`src/hdl/b85enc_pkg.sv`:
```
`timescale 1ns / 1ps
// shared types and constants of the base-85 text encoder
// no dependencies

package b85enc_pkg;

   localparam int WORDS_PER_LINE = 28;
   localparam int WCNT_W = $clog2(WORDS_PER_LINE + 1);

   localparam logic [6:0] DIGIT_OFFSET   = 7'd35;
   localparam logic [6:0] BACKSLASH_CODE = 7'd92;
   localparam logic [6:0] QMARK_CODE     = 7'd63;

   // floor(w / 85) == (w * RECIP_85) >> RECIP_SHIFT for every 32-bit w
   localparam logic [31:0] RECIP_85    = 32'hC0C0C0C1;
   localparam int          RECIP_SHIFT = 38;

   localparam logic [2:0] LAST_DIGIT = 3'd4;
   localparam int QUEUE_DEPTH = 2;

   typedef struct packed {
      logic [31:0] word;
      logic        line_end;
      logic        last;
   } word_entry_type;

   typedef struct packed {
      logic [6:0] out_char;
      logic       line_end;
      logic       last_char;
      logic       stream_done;
   } char_result_type;

endpackage

```
`src/hdl/b85enc_front.sv`:
```
`timescale 1ns / 1ps
// front end: gathers bytes into little-endian words and counts words per line
// depends on b85enc_pkg

module b85enc_front
   import b85enc_pkg::*;
(
   input  logic           clock,
   input  logic           reset,
   input  logic           push,
   output logic           full,
   input  logic [7:0]     req_data_byte,
   input  logic           req_stream_end,
   output logic           q_push,
   output word_entry_type q_entry,
   input  logic           q_full
);

   logic [23:0]       acc_ff, acc_in;
   logic [1:0]        pos_ff, pos_in;
   logic [WCNT_W-1:0] wcnt_ff, wcnt_in;
   logic              accept;
   logic              line_end;
   logic [31:0]       byte_shifted;

   assign full   = q_full;
   assign accept = push && !q_full;

   always_comb begin
      byte_shifted = {24'd0, req_data_byte} << {pos_ff, 3'b000};
      line_end     = (wcnt_ff >= WCNT_W'(WORDS_PER_LINE - 1));
      q_entry.word     = {8'd0, acc_ff} | byte_shifted;
      q_entry.line_end = line_end;
      q_entry.last     = req_stream_end;
      q_push = accept && (pos_ff == 2'd3 || req_stream_end);

      acc_in  = acc_ff;
      pos_in  = pos_ff;
      wcnt_in = wcnt_ff;
      if (accept) begin
         if (q_push) begin
            acc_in = 24'd0;
            pos_in = 2'd0;
            if (req_stream_end || line_end) begin
               wcnt_in = '0;
            end else begin
               wcnt_in = wcnt_ff + WCNT_W'(1);
            end
         end else begin
            acc_in = acc_ff | byte_shifted[23:0];
            pos_in = pos_ff + 2'd1;
         end
      end
   end

   always_ff @(posedge clock) begin
      if (reset) begin
         acc_ff  <= '0;
         pos_ff  <= '0;
         wcnt_ff <= '0;
      end else begin
         acc_ff  <= acc_in;
         pos_ff  <= pos_in;
         wcnt_ff <= wcnt_in;
      end
   end

endmodule

```
`config.mk`:
```
export PLATFORM = sky130hd
export DESIGN_NAME = b85enc_front
export DESIGN_NICKNAME = d
export VERILOG_FILES = /design/src/hdl/b85enc_pkg.sv /design/src/hdl/b85enc_front.sv
export SDC_FILE = /design/constraint.sdc
export NUM_CORES = 1
export LEC_CHECK = 0
export BUFFER_PORTS_ARGS = -buffer_cell sky130_fd_sc_hd__clkbuf_2
export CAP_MARGIN = 20
export CORE_MARGIN = 1.5
export CORE_UTILIZATION = 30
export DETAILED_ROUTE_END_ITERATION = 7
export SYNTH_ARGS = -nofsm -noshare
export SYNTH_HDL_FRONTEND = slang
export SYNTH_SLANG_ARGS = --single-unit
```
`constraint.sdc`:
```
create_clock -name clock -period 2 [get_ports clock]
set_input_delay 0.1 -clock clock [delete_from_list [all_inputs] [get_ports clock]]
set_output_delay 0.1 -clock clock [all_outputs]
set_load 0.05 [all_outputs]
```
* Word-level counts from Yosys, hierarchy flattened
Index checks and enable logic that the tools add are counted.
** Storage, ports and cells
- Register bits :: 31
- Output and inout port bits :: 36
** Cells by class
- Add/sub/neg operators :: 2
- Magnitude comparators :: 1
- Eq/ne operators :: 1
- Shifts and indexed selects :: 1
- Muxes and demuxes :: 3
- Bitwise gates (word level) :: 2
- Reduce and logical (&&, ||, !) cells :: 6
** Operator list (number)
- 24-bit by 32-bit OR with 32-bit output :: 1
- 8-bit by 5-bit left shift with 32-bit output :: 1
- 24-bit 2-to-1 mux :: 1
- 24-bit OR :: 1
- 5-bit by 1-bit adder with 5-bit output, second input constant :: 1
- 5-bit >= comparator, second input constant :: 1
- 5-bit 2-to-1 mux :: 1
- 2-bit by 1-bit adder with 2-bit output, second input constant :: 1
- 2-bit == test, second input constant :: 1
- 1-bit logical AND :: 2
- 1-bit logical OR :: 2
- 2-bit 2-to-1 mux :: 1
- 2-bit AND reduction :: 1
- 1-bit zero test :: 1

* Depth between registers and ports, before layout
- Depth after elaboration :: 4
- Mapped depth :: 6
- Mapped depth without buffers :: 4

* Worst setup path after synthesis
No wires, ideal clock.
- Path kind :: flip-flop to flip-flop
- Start point :: reg pos_ff[0]
- End point :: reg wcnt_ff[4]
- Library setup time :: 0.172 ns
- Data arrival time :: 1.529 ns
- Data required time :: 1.828 ns
- Setup slack :: 0.299 ns
- Cell stages (with the launch flop) :: 5
- Path buffers :: 0
- Period minus slack after synthesis :: 1.701 ns
- Cells stage by stage :: dfxtp_1 ha_1 nor2_1 nor2_1 a211oi_1
** Between the ends
- Word-level cells in the longest chain between the ends :: 4
** Ends and longest elaborated chain
- start: declaration :: line b85enc_front.sv:20 : logic [1:0] pos_ff, pos_in;
- start signal: assignment :: line b85enc_front.sv:63 : pos_ff <= pos_in;
- 2-bit == test :: line b85enc_front.sv:35 : q_push = accept && (pos_ff == 2'd3 || req_stream_end);
- 1-bit logical OR :: line b85enc_front.sv:35
- 1-bit logical AND :: line b85enc_front.sv:35
- net q_push :: line b85enc_front.sv:14 : output logic q_push,
- 2-bit AND reduction (no line)
- end signal: assignment :: line b85enc_front.sv:64 : wcnt_ff <= wcnt_in;
- end: declaration :: line b85enc_front.sv:21 : logic [WCNT_W-1:0] wcnt_ff, wcnt_in;
The timed path passes the listed nets, and every way through them passes these cells.
A chain may end at the register's enable or synchronous reset.

* Worst setup path in the final report
- Start point :: reg pos_ff[0]
- End point :: out q_push
** Between the ends
- Word-level cells in the longest chain between the ends :: 3
** Ends and longest elaborated chain (line)
- 2-bit == test :: b85enc_front.sv:35
- 1-bit logical OR :: b85enc_front.sv:35
- 1-bit logical AND :: b85enc_front.sv:35
- end: declaration :: b85enc_front.sv:14
Every way passes these cells.

==> metrics.csv <==
stage,metric,value,unit
floorplanning,row count,25,
floorplanning,core region area,4690,um2
finish,"most common cell after layout, fill and taps aside",clkbuf_2,
clocking,latest clock arrival within the worst-skew pair,0.29,ns
yosys,Yosys reg bits,31,
flow_run,max-cap check violation count,0,
global_routing,GRT Util Overall,0.141,
critical_path,Slowest cell on crit path,dfxtp_1,
route,DRC,0,
finish,share of cells above drive strength 1,0.315,
global_routing,total gr overflow,0,
power,leakage dissipation,0.000988,uW
route,DRT iter0 DRCs,38,
critical_path,worst r2r src,pos_ff[0],
power,NetSw,472,uW
placed_design,port buffer count,48,
yosys,Synth Warn #,0,
global_routing,initial antenna violation count,0,
power,worst vdd ir,0.398,mV
critical_path,critical-path cell list,ha_1 -> nor2_1 -> nor2_1 -> clkbuf_2,
critical_path,Worst Reg2Reg Path Length in Cells,5,
critical_path,R2R Path End,acc_ff[4],
yosys,Synth area leader,dfxtp_1,
clocking,Num Clock Sinks,31,
yosys,Syn Inst Count,167,
critical_path,CP max FO,11,
min_path,Worst Hold Class,input port to flip-flop,
clocking,post-CTS setup buffer count,0,
timing,Final WS setup,0.177,ns
yosys,syn_nets,182,
min_path,WHS Endpoint,wcnt_ff[2],
clocking,Worst-path clk slew,0.06,ns
global_routing,largest net degree at the start of global routing,27,
yosys,Async SR Flop Fraction,0,
timing,post-route setup TNS,0,ns
power,sw frac,0.304,
timing,"Slew Viols, Final",0,
route,drt wl/cell,12.9,um
yosys,Synth Area in Adders,0.0173,
finish,n_diodes,0,
critical_path,reg2reg setup slack,0.40,ns
yosys,Synth Area in Simple Gates,0.212,
yosys,Post-Syn Area,1450,um2
power,Internal Power,1080,uW
yosys,Post-synth EDFFs,0,
placed_design,gpl congestion,0.834,
timing,Slew headroom,0.742,
min_path,hold path cells,2,
critical_path,crit-path max cell delay,0.53,ns
critical_path,crit path from,pos_ff[0],
status,status,"finished, final reports clean",
clocking,H-tree Lvls,2,
yosys,post-synthesis xor/xnor area fraction,0.00604,
critical_path,CP dominant cell by count,nor2_1,
yosys,"Distinct cells, synth",31,
power,Gate power share,0.189,
floorplanning,Initial Utilization,0.309,
power,register share of total power,0.415,
finish,fin nets,230,
timing,skew final,0.00589,ns
route,Final ANT Viol Nets,0,
min_path,Worst Min Path Start,reset,
yosys,synth top area cells,"dfxtp_1, a21o_1, a21oi_1",
clocking,Clock Path Buffers,2,
floorplanning,die height,72.5,um
finish,post-synthesis to final-layout area growth,26.4,%
yosys,largest family of logic cells by synthesized area,compound AO/OA/AOI/OAI gates,
yosys,top-area cell type share of the netlist area,0.428,
critical_path,critical path type,flip-flop to primary output,
timing,final setup fails,0,
yosys,Synth Flop Type,dfxtp_1,
placed_design,DP Worst Slack,0.328,ns
global_routing,first-pass GRT wire length,5.71,mm
yosys,multiplexer share of the synthesized area,0,
floorplanning,I/O pins,49,
power,pwr/cell area,849,nW/um2
critical_path,arrival time worst endpoint,1.72,ns
floorplanning,die span in x,72.5,um
timing,Peak Freq,549,MHz
global_routing,number of global-route vias before repair,1196,
critical_path,critical path launch point type,flip-flop,
timing,Slew @ Worst Pin,0.383,ns
route,via/cell ratio,5.03,
route,drt pass-1 iters,4,
critical_path,CP required,1.90,ns
clocking,clk root buf,clkbuf_8,
clocking,CTS tree,done,
timing,RSZ-0062 raised after global routing,no,
timing,"Hold Vio Cnt, Final",0,
clocking,number of buffers created by CTS,5,
finish,most frequent cells in the layout,"clkbuf_2, dfxtp_1, nor2_1",
route,via count of the routed design,1357,
placed_design,dpl hpwl,2.48,mm
power,clock network power share,0.397,
yosys,Synth Area in Compound Gates,0.277,
critical_path,Crit. End Element,primary output,
floorplanning,Die ar.,5260,um2
yosys,syn avg cell area,8.68,um2
yosys,sequential cell area fraction in the yosys report,0.428,
timing,period utilization,0.911,
timing,post-route minimum period,1.82,ns
route,total wire length,3.47,mm
-- area by class of cell --
cell class / count / area, um2
multi-input combinational: 122 / 744
timing repair buffer: 53 / 278
tap: 54 / 67.6
inverter: 2 / 7.51
sequential: 31 / 622
fill: 492 / 2860
clock inverter: 3 / 43.8
clock buffer: 5 / 68.8
-- Yosys cell counts, drive strengths merged, types with 2 or more instances --
master  number
nand2        3
buf          6
a21o        25
nand2b       3
dfxtp       31
a21oi       26
and4bb       2
ha           2
or4          2
a31oi        2
a211oi       4
nor2        29
and3         9
clkbuf       6
nor2b        2
o21ai        2
inv          2
-- sequential cells by signal (all words and copies together) (netlist names) --
| signal | count |
|---|---|
| acc_ff | 24 |
| pos_ff | 2 |
| wcnt_ff | 5 |
-- repair_timing --
action                                 CTS  global route
endpoints found under the hold margin    0             0
setup endpoints to repair                0            14
resized for setup                        0             2
hold buffers                             0             0
-- worst max path at each step --
| stage | to | slack [ns] | depth (start not counted) |
|---|---|---|---|
| 2_1_floorplan | wcnt_ff[4] | 0.30 | 4 |
| 3_3_place_gp | acc_ff[0] | 0.35 | 5 |
| 3_5_place_dp | q_entry[12] | 0.33 | 3 |
| 4_1_cts | q_entry[12] | 0.01 | 3 |
| 5_1_grt | q_push | 0.07 | 4 |
| 6_report | q_push | 0.18 | 4 |
-- per-layer routing --
metal	wire length, um	track usage	part of all wire
met4	32	0.0398	0.0092
met2	1560	0.213	0.45
met3	227	0.0556	0.065
met1	1650	0.188	0.48
met5	0	0	0
-- power groups by stage --
stage               combinational [uW]  clock [uW]  sequential (uW)
floorplan                          221           0              653
detailed placement                 295           0              658
finish                             293         617              644
CTS                                296         641              644
global route                       316         666              646
global placement                   295           0              657
-- critical path: cells and delay by family (launching register included) --
kind	cells	cell delay, ns
flip-flops	1	0.53
buffers and inverters	1	0.34
AND/OR/NAND/NOR	2	0.32
adder cells (fa/ha/maj)	1	0.25
-- metrics by stage --
| step | utilization | power (uW) | area [um2] | hold WS (ns) | std cells |
|---|---|---|---|---|---|
| 2_1_floorplan | - | 874 | 1450 | 0.169 | 167 |
| 3_5_place_dp | 0.366 | 953 | 1720 | 0.385 | 262 |
| 3_3_place_gp | 0.366 | 952 | 1720 | 0.387 | 262 |
| 5_1_grt | 0.390 | 1630 | 1830 | 0.0978 | 270 |
| 6_report | 0.390 | 1550 | 1830 | 0.0872 | 270 |
| 4_1_cts | 0.390 | 1580 | 1830 | 0.0777 | 270 |
-- kinds of logic (layout without fill, tap and decap cells) --
kind of cell / Yosys count / after routing
AOI/OAI and AO/OA: 63 / 63
xor gates and xnor gates: 1 / 1
adders and majority gates: 2 / 2
buffers and inverters: 14 / 63
DFF: 31 / 31
and+or+nand+nor: 56 / 56
Power figures use the tool's default switching activity.
