File: config.mk
export PLATFORM = sky130hd
export DESIGN_NAME = b85enc_queue
export DESIGN_NICKNAME = d
export VERILOG_FILES = /design/src/hdl/b85enc_pkg.sv /design/src/hdl/b85enc_queue.sv
export SDC_FILE = /design/constraint.sdc
export NUM_CORES = 1
export LEC_CHECK = 0
export BUFFER_PORTS_ARGS = -buffer_cell sky130_fd_sc_hd__buf_2
export CORE_MARGIN = 2
export CORE_UTILIZATION = 30
export DETAILED_ROUTE_END_ITERATION = 6
export SYNTH_ARGS = -nofsm -noshare
export SYNTH_HDL_FRONTEND = slang
export SYNTH_SLANG_ARGS = --single-unit
File: constraint.sdc
create_clock -name clock -period 1.97 [get_ports clock]
set_input_delay 0.0985 -clock clock [delete_from_list [all_inputs] [get_ports clock]]
set_output_delay 0.0985 -clock clock [all_outputs]
set_load 0.05 [all_outputs]
File: src/hdl/b85enc_pkg.sv
`timescale 1ns / 1ps
// shared types and constants of the base-85 text encoder
// no dependencies

package b85enc_pkg;

   localparam int WORDS_PER_LINE = 28;
   localparam int WCNT_W = $clog2(WORDS_PER_LINE + 1);

   localparam logic [6:0] DIGIT_OFFSET   = 7'd35;
   localparam logic [6:0] BACKSLASH_CODE = 7'd92;
   localparam logic [6:0] QMARK_CODE     = 7'd63;

   // floor(w / 85) == (w * RECIP_85) >> RECIP_SHIFT for every 32-bit w
   localparam logic [31:0] RECIP_85    = 32'hC0C0C0C1;
   localparam int          RECIP_SHIFT = 38;

   localparam logic [2:0] LAST_DIGIT = 3'd4;
   localparam int QUEUE_DEPTH = 2;

   typedef struct packed {
      logic [31:0] word;
      logic        line_end;
      logic        last;
   } word_entry_type;

   typedef struct packed {
      logic [6:0] out_char;
      logic       line_end;
      logic       last_char;
      logic       stream_done;
   } char_result_type;

endpackage

File: src/hdl/b85enc_queue.sv
`timescale 1ns / 1ps
// short word queue between the front end and the digit emitter
// depends on b85enc_pkg

module b85enc_queue
   import b85enc_pkg::*;
(
   input  logic           clock,
   input  logic           reset,
   input  logic           wr_en,
   input  word_entry_type wr_entry,
   output logic           q_full,
   input  logic           rd_en,
   output word_entry_type rd_entry,
   output logic           rd_valid
);

   localparam int PTR_W = $clog2(QUEUE_DEPTH);

   word_entry_type           mem_ff [QUEUE_DEPTH];
   logic [PTR_W-1:0]         wr_ptr_ff, wr_ptr_in;
   logic [PTR_W-1:0]         rd_ptr_ff, rd_ptr_in;
   logic [PTR_W:0]           count_ff, count_in;
   logic                     do_wr, do_rd;

   assign q_full   = (count_ff == (PTR_W+1)'(QUEUE_DEPTH));
   assign rd_valid = (count_ff != '0);
   assign rd_entry = mem_ff[rd_ptr_ff];
   assign do_wr    = wr_en && !q_full;
   assign do_rd    = rd_en && rd_valid;

   always_comb begin
      wr_ptr_in = wr_ptr_ff;
      rd_ptr_in = rd_ptr_ff;
      count_in  = count_ff;
      if (do_wr) begin
         wr_ptr_in = (wr_ptr_ff == PTR_W'(QUEUE_DEPTH - 1)) ? '0 : wr_ptr_ff + PTR_W'(1);
      end
      if (do_rd) begin
         rd_ptr_in = (rd_ptr_ff == PTR_W'(QUEUE_DEPTH - 1)) ? '0 : rd_ptr_ff + PTR_W'(1);
      end
      if (do_wr && !do_rd) begin
         count_in = count_ff + (PTR_W+1)'(1);
      end else if (do_rd && !do_wr) begin
         count_in = count_ff - (PTR_W+1)'(1);
      end
   end

   always_ff @(posedge clock) begin
      if (reset) begin
         wr_ptr_ff <= '0;
         rd_ptr_ff <= '0;
         count_ff  <= '0;
      end else begin
         wr_ptr_ff <= wr_ptr_in;
         rd_ptr_ff <= rd_ptr_in;
         count_ff  <= count_in;
      end
   end

   always_ff @(posedge clock) begin
      if (do_wr) begin
         mem_ff[wr_ptr_ff] <= wr_entry;
      end
   end

endmodule

# Word-level counts from Yosys, hierarchy flattened

Memory sizes are Yosys's and may differ from the RTL's. A register that Yosys moved wholly into a read port is not among the register bits.
Index checks and enable logic that the tools add are counted.

Output and inout bits: 36
Bits of input ports: 38
Register bits: 4
Word-level logic and storage cells: 26
Bits in writable memories: 68
Memories: 1

Mux-type cells: 8
Add/sub/neg operators: 4
Reductions and logical operators: 9
Eq/ne operators: 1

Memories:

| name   | words | width | read ports | clocked after Yosys merged registers in | write ports | RTL line           | source |
|---|---|---|---|---|---|---|---|
| mem_ff | 2     | 34    | 1          | 1                                       | 1           | b85enc_queue.sv:20 | `word_entry_type mem_ff [QUEUE_DEPTH];` |

Operator list:

| cell                                                               | number |
|---|---|
| 1-bit two-way mux                                                  | 6 |
| 1-bit logical AND                                                  | 4 |
| 2-bit two-way mux                                                  | 2 |
| 2-bit nonzero test                                                 | 2 |
| 1-bit zero test                                                    | 3 |
| 1-bit adder, second input constant                                 | 2 |
| 2-bit by 1-bit adder with 2-bit output, second input constant      | 1 |
| 2-bit == test, second input constant                               | 1 |
| 2-bit by 1-bit subtractor with 2-bit output, second input constant | 1 |

# Depth between registers and ports, before layout

Gate-level depths: netlist of the first run.

Depth in word-level cells: 7
Gate-level depth with buffers: 6
Gate-level depth less buffers: 6

# Least setup slack after synthesis of the first run

OpenSTA, ideal clock, no wires.

Path type: register -> register
Start point: reg count_ff[1]
End point: mem mem_ff[0][0] (netlist name), enable pin
Data required time: 1.581 ns
Data arrival time: 1.597 ns
Stages on the path, launching flop included: 4
Slack: -0.016 ns
Period minus slack after synthesis: 1.986 ns
Path buffers: 0
Cell sequence: dfxtp_1 nor2b_2 or3_1 inv_1

Longest elaborated chain between the ends: 5

Ends and longest elaborated chain:

| what                                    | RTL line           | source |
|---|---|---|
| from (decl)                             | b85enc_queue.sv:23 | `logic [PTR_W:0] count_ff, count_in;` |
| from (signal assigned)                  | b85enc_queue.sv:57 | `count_ff <= count_in;` |
| 2-bit == test                           | b85enc_queue.sv:26 | `assign q_full = (count_ff == (PTR_W+1)'(QUEUE_DEPTH));` |
| via q_full                              | b85enc_queue.sv:12 | `output logic q_full,` |
| 1-bit zero test                         | b85enc_queue.sv:29 | `assign do_wr = wr_en && !q_full;` |
| 1-bit logical AND                       | b85enc_queue.sv:29 |  |
| 1-bit two-way mux                       | b85enc_queue.sv:62 | `if (do_wr) begin` |
| 1-bit two-way mux (implied by the code) | b85enc_queue.sv:63 | `mem_ff[wr_ptr_ff] <= wr_entry;` |
| to (decl)                               | b85enc_queue.sv:20 |  |

The timed path passes the listed nets, and every way through them passes these cells.

==> results_dict.tcl, run 1 <==
set metrics [dict create \
    finalCritPeriodShare_pct 81.5 \
    htree_levels 3 \
    outcome "finished clean" \
    wl_mm 4.93 \
    p_sw_uw 1940 \
    final_nets 288 \
    muxShareOfSynthArea_pct 14.4 \
    reg2reg_depth 4 \
    slew_viol_final 0 \
    areaGrowthSynthToFinish_pct 40.7 \
    fmax_ghz 0.623 \
    clock_latency_ns 0.33 \
    r2r_end "count_ff[1]" \
    p_sw_share_pct 38.2 \
    cts_tree "done" \
    io_pins 74 \
    required_ns 1.87 \
    ff2ff_setup_slack_ns 0.44 \
    end_kind "primary output" \
    synth_top_family_by_area "multiplexers" \
    holdCritPathClass "primary input to flip-flop" \
    power_frac_comb_pct 38.6 \
    hold_end "wr_ptr_ff" \
    max_slew_margin_pct 79.2 \
    drc 0 \
    dp.final_hpwl_mm 2.99 \
    start_kind "flip-flop" \
    synth_compound_area_share_pct 0.938 \
    power.total_uw 5070 \
    final_util_pct 43.2 \
    cts_setup_buffers 0 \
    power.density_mw_per_mm2 1350 \
    grt_pass1_wl_mm 7.52 \
    track_usage_pct 10.3 \
    grt-ovfl-total 0 \
    path_class "flip-flop to primary output" \
    io_buffer_count 73 \
    drv_cap 0 \
    num_antenna_cells 0 \
    ant_nets 0 \
    finalHoldViolCount 0 \
    cts_hold_buf 35 \
    grt_pass1_vias 1569 \
    synth_xor_area_share_pct 0.985 \
    placed_cells 311 \
    worst_pin_slew_ns 0.308 \
    cp_max_fo 34 \
    layout_min_cycle_time_ns 1.60 \
    arrival_ns 1.51 \
    min_path_cells 4 \
    instances_no_fill 362 \
    setup_viol 0 \
    via_per_inst 4.25 \
    rsz0062_at_grt "no" \
    peakVddDrop_v 0.000726 \
    skew_ns 0.00632 \
    r2r_start "count_ff[0]" \
    vias 1540 \
    cts_resized 0 \
    die_w_um 98.3 \
    netlist_area_mm2 0.00267 \
    wl_per_cell_um 13.6 \
    internal_power_uw 3130 \
    rows 34 \
    layout-drive-gt1-share_pct 50.4 \
    clkTransAtPathRegs_ns 0.07 \
    cts.path.max_buffers 2 \
    leakagePower_uw 0.00141 \
    setup-tns-final_ns 0 \
    synth-adder-area-share_pct 0.469 \
    initialDrtViolationCount 53 \
    gp_congestion 0.668 \
    root_buffer "clkbuf_8" \
    initial_core_util_pct 30.7 \
    hp-start "wr_en" \
    syn_avg_cell_area_um2 20.4 \
    synth-seq-cells 73 \
    drt-pass1-iter-count 4 \
    die_height_um 98.3 \
    syn_inst 131 \
    die_area_mm2 0.00966 \
    synthDistinctLibCells 15 \
    ys_seq_area_share_pct 80.3 \
    num-fill-cells 791 \
    p_clk_share_pct 21.6 \
    seqPwrFrac_pct 39.8 \
    cts_made_buffers 9 \
    syn-num-nets 170 \
    core_mm2 0.00868 \
    yosysWarnings 0 \
    grt_max_degree 35 \
    grt_antenna_before_repair 0 \
    synth-simple-area-share_pct 1.83 \
    cts.sinks 73 \
]
through the flow:
| step | area [um^2] | hold WS (ns) | setup WS [ns] |
|---|---|---|---|
| floorplan | 2680 | 0.168 | 0.0407 |
| global placement | 3220 | 0.287 | 0.471 |
| global route | 3750 | 0.218 | 0.291 |
| CTS | 3750 | 0.158 | 0.328 |
| detailed placement | 3220 | 0.290 | 0.452 |
| finish | 3750 | 0.169 | 0.365 |
cells in the final DEF, fill, tap and decap left out, types with 2 or more instances in the layout:
| cell | instances |
|---|---|
| a21oi_1 | 2 |
| mux2_2 | 34 |
| buf_2 | 73 |
| nor2_1 | 4 |
| buf_12 | 3 |
| or3_1 | 2 |
| clkinv_2 | 2 |
| dlygate4sd3_1 | 35 |
| clkbuf_8 | 9 |
| o21ai_0 | 3 |
| clkinvlp_4 | 3 |
| xor2_1 | 3 |
| edfxtp_1 | 68 |
| dfxtp_1 | 5 |
flip-flops by register name, indices dropped and copies added (netlist names), named ones only:
name,cells
wr_ptr_ff,1
count_ff,2
mem_ff,68
rd_ptr_ff,1
cells in the mapped netlist:
master	number	area [um^2]
or2_2	1	6.26
mux2_2	34	383
buf_2	3	15.0
edfxtp_1	68	2040
nor2_1	4	15.0
nor2b_2	1	8.76
buf_4	1	7.51
ha_1	1	12.5
xor2_1	3	26.3
dfxtp_1	5	100
and2_1	1	6.26
a21oi_1	2	10.0
or3_1	2	12.5
inv_1	2	7.51
o21ai_0	3	15.0
power by group through the flow:
stage          registers, uW  logic, uW  clock network [uW]
6_report                2020       1960                1100
5_1_grt                 2030       2070                1200
4_1_cts                 2020       1990                1130
3_5_place_dp            2050       1930                   0
3_3_place_gp            2040       1920                   0
2_1_floorplan           2040       1490                   0
routing by layer:
layer	wire, um	GRT usage, %	vias to the layer above	part of all wire, %
li1	-	-	743	-
met2	2280	15.5	54	46
met3	309	3.87	9	6.3
met1	2250	13.3	734	46
met4	80	4.74	0	1.6
met5	0	0	-	0
critical path: stages (launching register included):
cell	delay, ns
dfxtp_1	0.35
buf_12	0.23
mux2_2	0.37
buf_2	0.21
layout make-up:
| cell class | instances | area [um^2] | area share, % |
|---|---|---|---|
| flip-flops and latches | 73 | 2140 | 57.1 |
| repair buffers | 111 | 776 | 20.7 |
| multi-input cells | 52 | 502 | 13.4 |
| well taps | 108 | 135 | 3.60 |
| clock buffers | 10 | 128 | 3.40 |
| clock inverters | 6 | 58.8 | 1.57 |
| inverters | 2 | 11.3 | 0.300 |
worst max-delay path by stage:
stage,startpoint,endpoint,slack [ns],depth (start not counted)
floorplan,count_ff[0],mem_ff[1][0],0.04,3
global placement,count_ff[0],mem_ff[0][22],0.47,4
detailed placement,count_ff[0],count_ff[1],0.45,4
CTS,flip-flop,rd_entry[12],0.33,3
global route,flip-flop,rd_entry[3],0.29,3
finish,flip-flop,rd_entry[18],0.37,3
kinds of logic (layout without fill, tap and decap cells):
| family | count (synthesis) | count (layout) |
|---|---|---|
| DFF | 73 | 73 |
| muxes | 34 | 34 |
| and+or+nand+nor | 9 | 9 |
| buffers and inverters | 6 | 129 |
| AOI/OAI and AO/OA | 5 | 5 |
| xor gates and xnor gates | 3 | 3 |
| adders and majority gates | 1 | 1 |
(Power assumes the default switching activity.)
==> inputs of run 2 (changes only) <==
--- a/config.mk
+++ b/config.mk
@@ -5,6 +5,7 @@
 export SDC_FILE = /design/constraint.sdc
 export NUM_CORES = 1
 export LEC_CHECK = 0
+export ABC_AREA = 1
 export BUFFER_PORTS_ARGS = -buffer_cell sky130_fd_sc_hd__buf_2
 export CORE_MARGIN = 2
 export CORE_UTILIZATION = 30
==> constraint.sdc (replaced) <==
create_clock -name clock -period 1.4 [get_ports clock]
set_input_delay 0.07 -clock clock [delete_from_list [all_inputs] [get_ports clock]]
set_output_delay 0.07 -clock clock [all_outputs]
set_load 0.05 [all_outputs]
==> results_dict.tcl, run 2 <==
set metrics [dict create \
    outcome "finished with violations" \
    violations "setup timing" \
    areaGrowthSynthToFinish_pct 54.9 \
    via_per_inst 4.08 \
    fmax_ghz 0.658 \
    setup-tns-final_ns -2.84 \
    final_common_cell "edfxtp_1" \
    ys_seq_area_share_pct 75.1 \
    wl_per_cell_um 13.9 \
    synth.top_cell.area_share_pct 71.6 \
    wl_mm 5.63 \
    clock_latency_ns 0.34 \
    syn_avg_cell_area_um2 19.9 \
    largestRegisters "mem_ff: 68 flops, count_ff: 2 flops" \
    grt-ovfl-total 0 \
    max_stage_delay_ns 0.38 \
    root_buffer "clkbuf_8" \
    syn-num-nets 182 \
    cts.sinks 73 \
    slowest_stage "dfxtp_4" \
    layout_common_cells "edfxtp_1 (68), buf_2 (39), dlygate4sd3_1 (35), mux2_4 (34), buf_6 (28)" \
    drv_cap 0 \
    placed_cells 348 \
    grt_antenna_before_repair 0 \
    cts.path.max_buffers 2 \
    core_mm2 0.00924 \
    num_antenna_cells 0 \
    setup_viol 34 \
    num-fill-cells 807 \
    leakagePower_uw 0.00175 \
    synth_top_area_cell "edfxtp_1" \
    min_path_cells 3 \
    arrival_ns 1.45 \
    die_area_mm2 0.0103 \
    max_slew_margin_pct 82.7 \
    grt_pass1_wl_mm 8.59 \
    regMostFlops "mem_ff" \
    track_usage_pct 11.5 \
    synth.most_common_cell "edfxtp_1" \
    hp-start "rd_en" \
    rsz0062_at_grt "yes" \
    synthDistinctLibCells 15 \
    skew_ns 0.00647 \
    syn_inst 143 \
    dp.final_hpwl_mm 3.30 \
    cts_made_buffers 9 \
    netlist_area_mm2 0.00285 \
    layout_min_cycle_time_ns 1.52 \
    start_kind "flip-flop" \
    ff2ff_setup_slack_ns 0.11 \
    r2r_end "mem_ff[0][17]" \
    reg2reg_depth 5 \
    post-route-worst-setup-slack_ns -0.121 \
    r2r_start "count_ff[1]" \
    synthTopCellsByCount "edfxtp_1 (68), mux2_4 (30), inv_1 (8), nor2_1 (8), nand2_1 (7)" \
    drt-pass1-iter-count 3 \
    cp_max_fo 5 \
    instances_no_fill 404 \
    power.density_mw_per_mm2 1860 \
    finalHoldViolCount 0 \
    initialDrtViolationCount 52 \
    grt_pass1_vias 1779 \
    finalCritPeriodShare_pct 109 \
    holdCritPathClass "primary input to flip-flop" \
    cts_tree "done" \
    die_height_um 102 \
    path_cells "buf_12, clkbuf_16, mux2_4, buf_6" \
    gp_congestion 0.702 \
    synth_area_leaders "edfxtp_1 (72%), mux2_4 (16%), dfxtp_1 (3.5%)" \
    rows 35 \
    synth-seq-cells 73 \
    synth_flop_cell "edfxtp_1" \
    power.total_uw 8210 \
    clkTransAtPathRegs_ns 0.07 \
    worst_pin_slew_ns 0.261 \
    end_kind "primary output" \
    path_class "flip-flop to primary output" \
    htree_levels 3 \
    io_pins 74 \
    die_w_um 102 \
    synth-async-reset-ratio_pct 0 \
    layout-drive-gt1-share_pct 52.4 \
    final_nets 310 \
    required_ns 1.33 \
    initial_core_util_pct 30.9 \
    final_util_pct 47.8 \
    yosysWarnings 0 \
    ant_nets 0 \
    drc 0 \
    largest_reg_flops 68 \
    io_buffer_count 73 \
    synth_edf_count 68 \
    slew_viol_final 0 \
    peakVddDrop_v 0.00102 \
    grt_max_degree 23 \
    vias 1648 \
]
## run 2: changes by cell type after synthesis, sizes merged, moves of 2 or more
| cell | previous run | this run |
|---|---|---|
| xor2 | 3 | 0 |
| nor2 | 4 | 8 |
| nand3 | 0 | 2 |
| nand2 | 0 | 7 |
| or3 | 2 | 0 |
| inv | 2 | 8 |
## run 2: layout make-up
class | instances | area [um^2] | share of cell area, %
multi-input cells | 58 | 667 | 15.1
clock buffers | 10 | 128 | 2.89
flip-flops and latches | 73 | 2150 | 48.7
clock inverters | 5 | 81.3 | 1.84
inverters | 8 | 32.5 | 0.736
repair buffers | 121 | 1200 | 27.1
well taps | 129 | 161 | 3.65
## run 2: how the worst max path moves through the flow
stage	start	endpoint	slack, ns	cells after the start
after floorplan	count_ff[1]	mem_ff[0][0]	-0.02	3
after global placement	count_ff[0]	count_ff[1]	0.13	9
after detailed placement	count_ff[0]	count_ff[1]	0.08	9
after CTS	flip-flop	rd_entry[27]	-0.15	4
after global routing	flip-flop	rd_entry[8]	-0.18	4
final	flip-flop	rd_entry[20]	-0.12	4
## run 2: power breakdown
part           internal (uW)  switching, uW  leakage, uW  total [uW]
registers               2770            126     0.000677        2900
clock network            994            747     0.000102        1740
logic                   1580           1980     0.000966        3570
## run 2: logic make-up (layout without fill, tap and decap cells)
kind of cell	Yosys count	count (layout)	share of synthesized area [%]
flops	73	73	75.1
compound gates	5	5	1.01
mux	34	34	17.4
fa+ha+maj	1	1	0.439
buf+inv	12	144	3.55
simple gates	18	18	2.54
## run 2: per-layer routing
metal / track usage, % / part of all wire [%] / up-vias
met5: 0 / 0 / -
met4: 5.93 / 1.6 / 0
met3: 3.38 / 3.9 / 9
met2: 20.9 / 55 / 48
met1: 12.1 / 39 / 800
li1: - / - / 791
## run 2: repair_timing
item | CTS | global route
setup endpoints to repair | 34 | 36
hold buffers | 35 | 0
buffers inserted | 3 | 1
gates cloned | 3 | 1
resized for setup | 85 | 6
endpoints found under the hold margin | 69 | 0
## run 2: metrics by stage
step	setup WS, ns	instance area, um^2	hold WS [ns]
floorplan	-0.0176	2890	0.169
finish	-0.121	4420	0.0418
global route	-0.179	4420	0.0424
detailed placement	0.0751	3450	0.261
CTS	-0.151	4390	0.00656
global placement	0.130	3450	0.257
## run 2: worst max-delay path: cells and delay by family (launching register included)
kind / cells / cell delay (ns)
mux: 1 / 0.30
buf+inv: 3 / 0.43
flops: 1 / 0.38
==> inputs of run 3 (changes only) <==
--- a/config.mk
+++ b/config.mk
@@ -5,7 +5,6 @@
 export SDC_FILE = /design/constraint.sdc
 export NUM_CORES = 1
 export LEC_CHECK = 0
-export ABC_AREA = 1
 export BUFFER_PORTS_ARGS = -buffer_cell sky130_fd_sc_hd__buf_2
 export CORE_MARGIN = 2
 export CORE_UTILIZATION = 30
==> results_dict.tcl, run 3 (same netlist as run 1, synthesis figures left out) <==
set metrics [dict create \
    grt-ovfl-total 0 \
    regArea_mm2 0.00215 \
    vias 1597 \
    clkTransAtPathRegs_ns 0.07 \
    drc 0 \
    final_nets 300 \
    multi_input_area_um2 598 \
    dp.final_hpwl_mm 3.22 \
    end_kind "flip-flop" \
    cts.sinks 73 \
    cts_made_buffers 9 \
    ant_nets 0 \
    p_sw_share_pct 35.4 \
    skew_ns 0.00943 \
    die_area_mm2 0.00966 \
    finalCritPeriodShare_pct 108 \
    core_mm2 0.00868 \
    layout_min_cycle_time_ns 1.52 \
    clock_latency_ns 0.34 \
    layout_common_cells "edfxtp_1 (68), buf_2 (38), dlygate4sd3_1 (35), buf_6 (32), mux2_4 (23)" \
    largest_reg_flops 68 \
    cp_max_fo 6 \
    arrival_ns 1.58 \
    fmax_ghz 0.658 \
    finalHoldViolCount 0 \
    gp_congestion 0.714 \
    internal_power_uw 5480 \
    outcome "finished with violations" \
    required_ns 1.46 \
    r2r_start "count_ff[1]" \
    via_per_inst 4.27 \
    grt_pass1_wl_mm 8.58 \
    areaGrowthSynthToFinish_pct 61.3 \
    num-fill-cells 693 \
    power_frac_comb_pct 45.5 \
    min_path_cells 4 \
    leakagePower_uw 0.00168 \
    path_cells "nor2b_4, or3_4, clkinvlp_4, buf_12, clkbuf_16" \
    slowest_stage "or3_4" \
    reg2reg_depth 5 \
    initial_core_util_pct 30.7 \
    drv_cap 0 \
    cts.path.max_buffers 2 \
    rsz0062_at_grt "yes" \
    path_delay_family "simple AND/OR/NAND/NOR gates" \
    start_kind "flip-flop" \
    max_stage_delay_ns 0.34 \
    max_slew_margin_pct 83.5 \
    io_buffer_count 73 \
    cts_tree "done" \
    wl_per_cell_um 15.7 \
    num_antenna_cells 0 \
    slew_viol_final 0 \
    io_pins 74 \
    die_w_um 98.3 \
    track_usage_pct 12.0 \
    final_common_cell "edfxtp_1" \
    htree_levels 3 \
    worst_pin_slew_ns 0.250 \
    final_util_pct 49.6 \
    holdCritPathClass "primary input to flip-flop" \
    path_buf_inv 3 \
    drt-pass1-iter-count 4 \
    root_buffer "clkbuf_8" \
    p_clk_share_pct 20.5 \
    regMostFlops "mem_ff" \
    rows 34 \
    path_class "flip-flop to flip-flop" \
    final_area_mm2 0.00430 \
    largestRegisters "mem_ff: 68 flops, count_ff: 2 flops" \
    die_height_um 98.3 \
    setup_viol 67 \
    p_sw_uw 3000 \
    peakVddDrop_v 0.00126 \
    placed_area_mm2 0.00328 \
    power.density_mw_per_mm2 1970 \
    instances_no_fill 374 \
    cp_num_cells 5 \
    placed_cells 317 \
    crit_start "count_ff[1]" \
    layout-drive-gt1-share_pct 54.5 \
    hold_slack_ns 0.143 \
    wl_mm 5.87 \
    grt_pass1_vias 1708 \
    grt_max_degree 25 \
    hp-start "wr_en" \
    post-route-worst-setup-slack_ns -0.119 \
    violations "setup timing" \
    grt_antenna_before_repair 0 \
    initialDrtViolationCount 33 \
    seqPwrFrac_pct 34.0 \
]
==> run 3: cell count changes in the layout (fill, tap and decap cells not counted), moves of 3 or more <==
cell	delta
mux2_4	-11
buf_8	-6
buf_6	+4
mux2_2	+11
buf_4	+4
inv_1	-6
nand2_1	-6
xor2_1	+3
==> run 3: per-stage QoR <==
step | setup TNS, ns | total power, uW | setup WS (ns)
after floorplan | -11.34 | 4980 | -0.327
after global placement | -0.545 | 5700 | -0.0245
after detailed placement | -0.934 | 5720 | -0.0615
after CTS | -7.14 | 8330 | -0.149
after global routing | -7.04 | 8800 | -0.151
final | -4.44 | 8490 | -0.119
==> run 3: final timing paths <==
kind,slack [ns],to
hold / removal,0.14,wr_ptr_ff
setup reg to reg,-0.12,mem_ff[0][31]
setup / recovery,-0.12,mem_ff[0][31]
hold reg to reg,0.51,wr_ptr_ff
==> run 3: repair_timing <==
item | 4_1_cts | 5_1_grt
hold endpoints to repair | 73 | 0
cloned | 2 | 3
setup endpoints to repair | 58 | 71
pin swaps | 0 | 1
buffers inserted | 2 | 2
hold buffers | 35 | 0
resized for setup | 92 | 15
==> run 3: final cells by class <==
| cell class | instances | share of cell area (%) |
|---|---|---|
| timing repair buffer | 123 | 27.9 |
| inverter | 2 | 0.262 |
| tap | 108 | 3.14 |
| multi-input combinational | 52 | 13.9 |
| clock inverter | 6 | 1.92 |
| clock buffer | 10 | 2.97 |
| sequential | 73 | 49.9 |
==> run 3: power by group through the flow <==
| stage | logic [uW] | clock network, uW | registers [uW] |
|---|---|---|---|
| 6_report | 3860 | 1740 | 2890 |
| 5_1_grt | 4020 | 1860 | 2920 |
| 4_1_cts | 3680 | 1780 | 2870 |
| 3_5_place_dp | 2830 | 0 | 2890 |
| 3_3_place_gp | 2820 | 0 | 2870 |
| 2_1_floorplan | 2110 | 0 | 2870 |
==> run 3: worst register-to-register path, delay by kind of cell (launching register included) <==
family,cells,cell delay [ns]
and+or+nand+nor,2,0.47
DFF,1,0.33
buffers and inverters,3,0.43
==> run 3: layer usage <==
metal | GRT usage, % | wire, um | vias to the layer above
met1 | 13.8 | 2550 | 775
met3 | 3.08 | 224 | 9
li1 | - | - | 766
met4 | 6.01 | 89 | 0
met5 | 0 | 0 | -
met2 | 20.6 | 3000 | 47
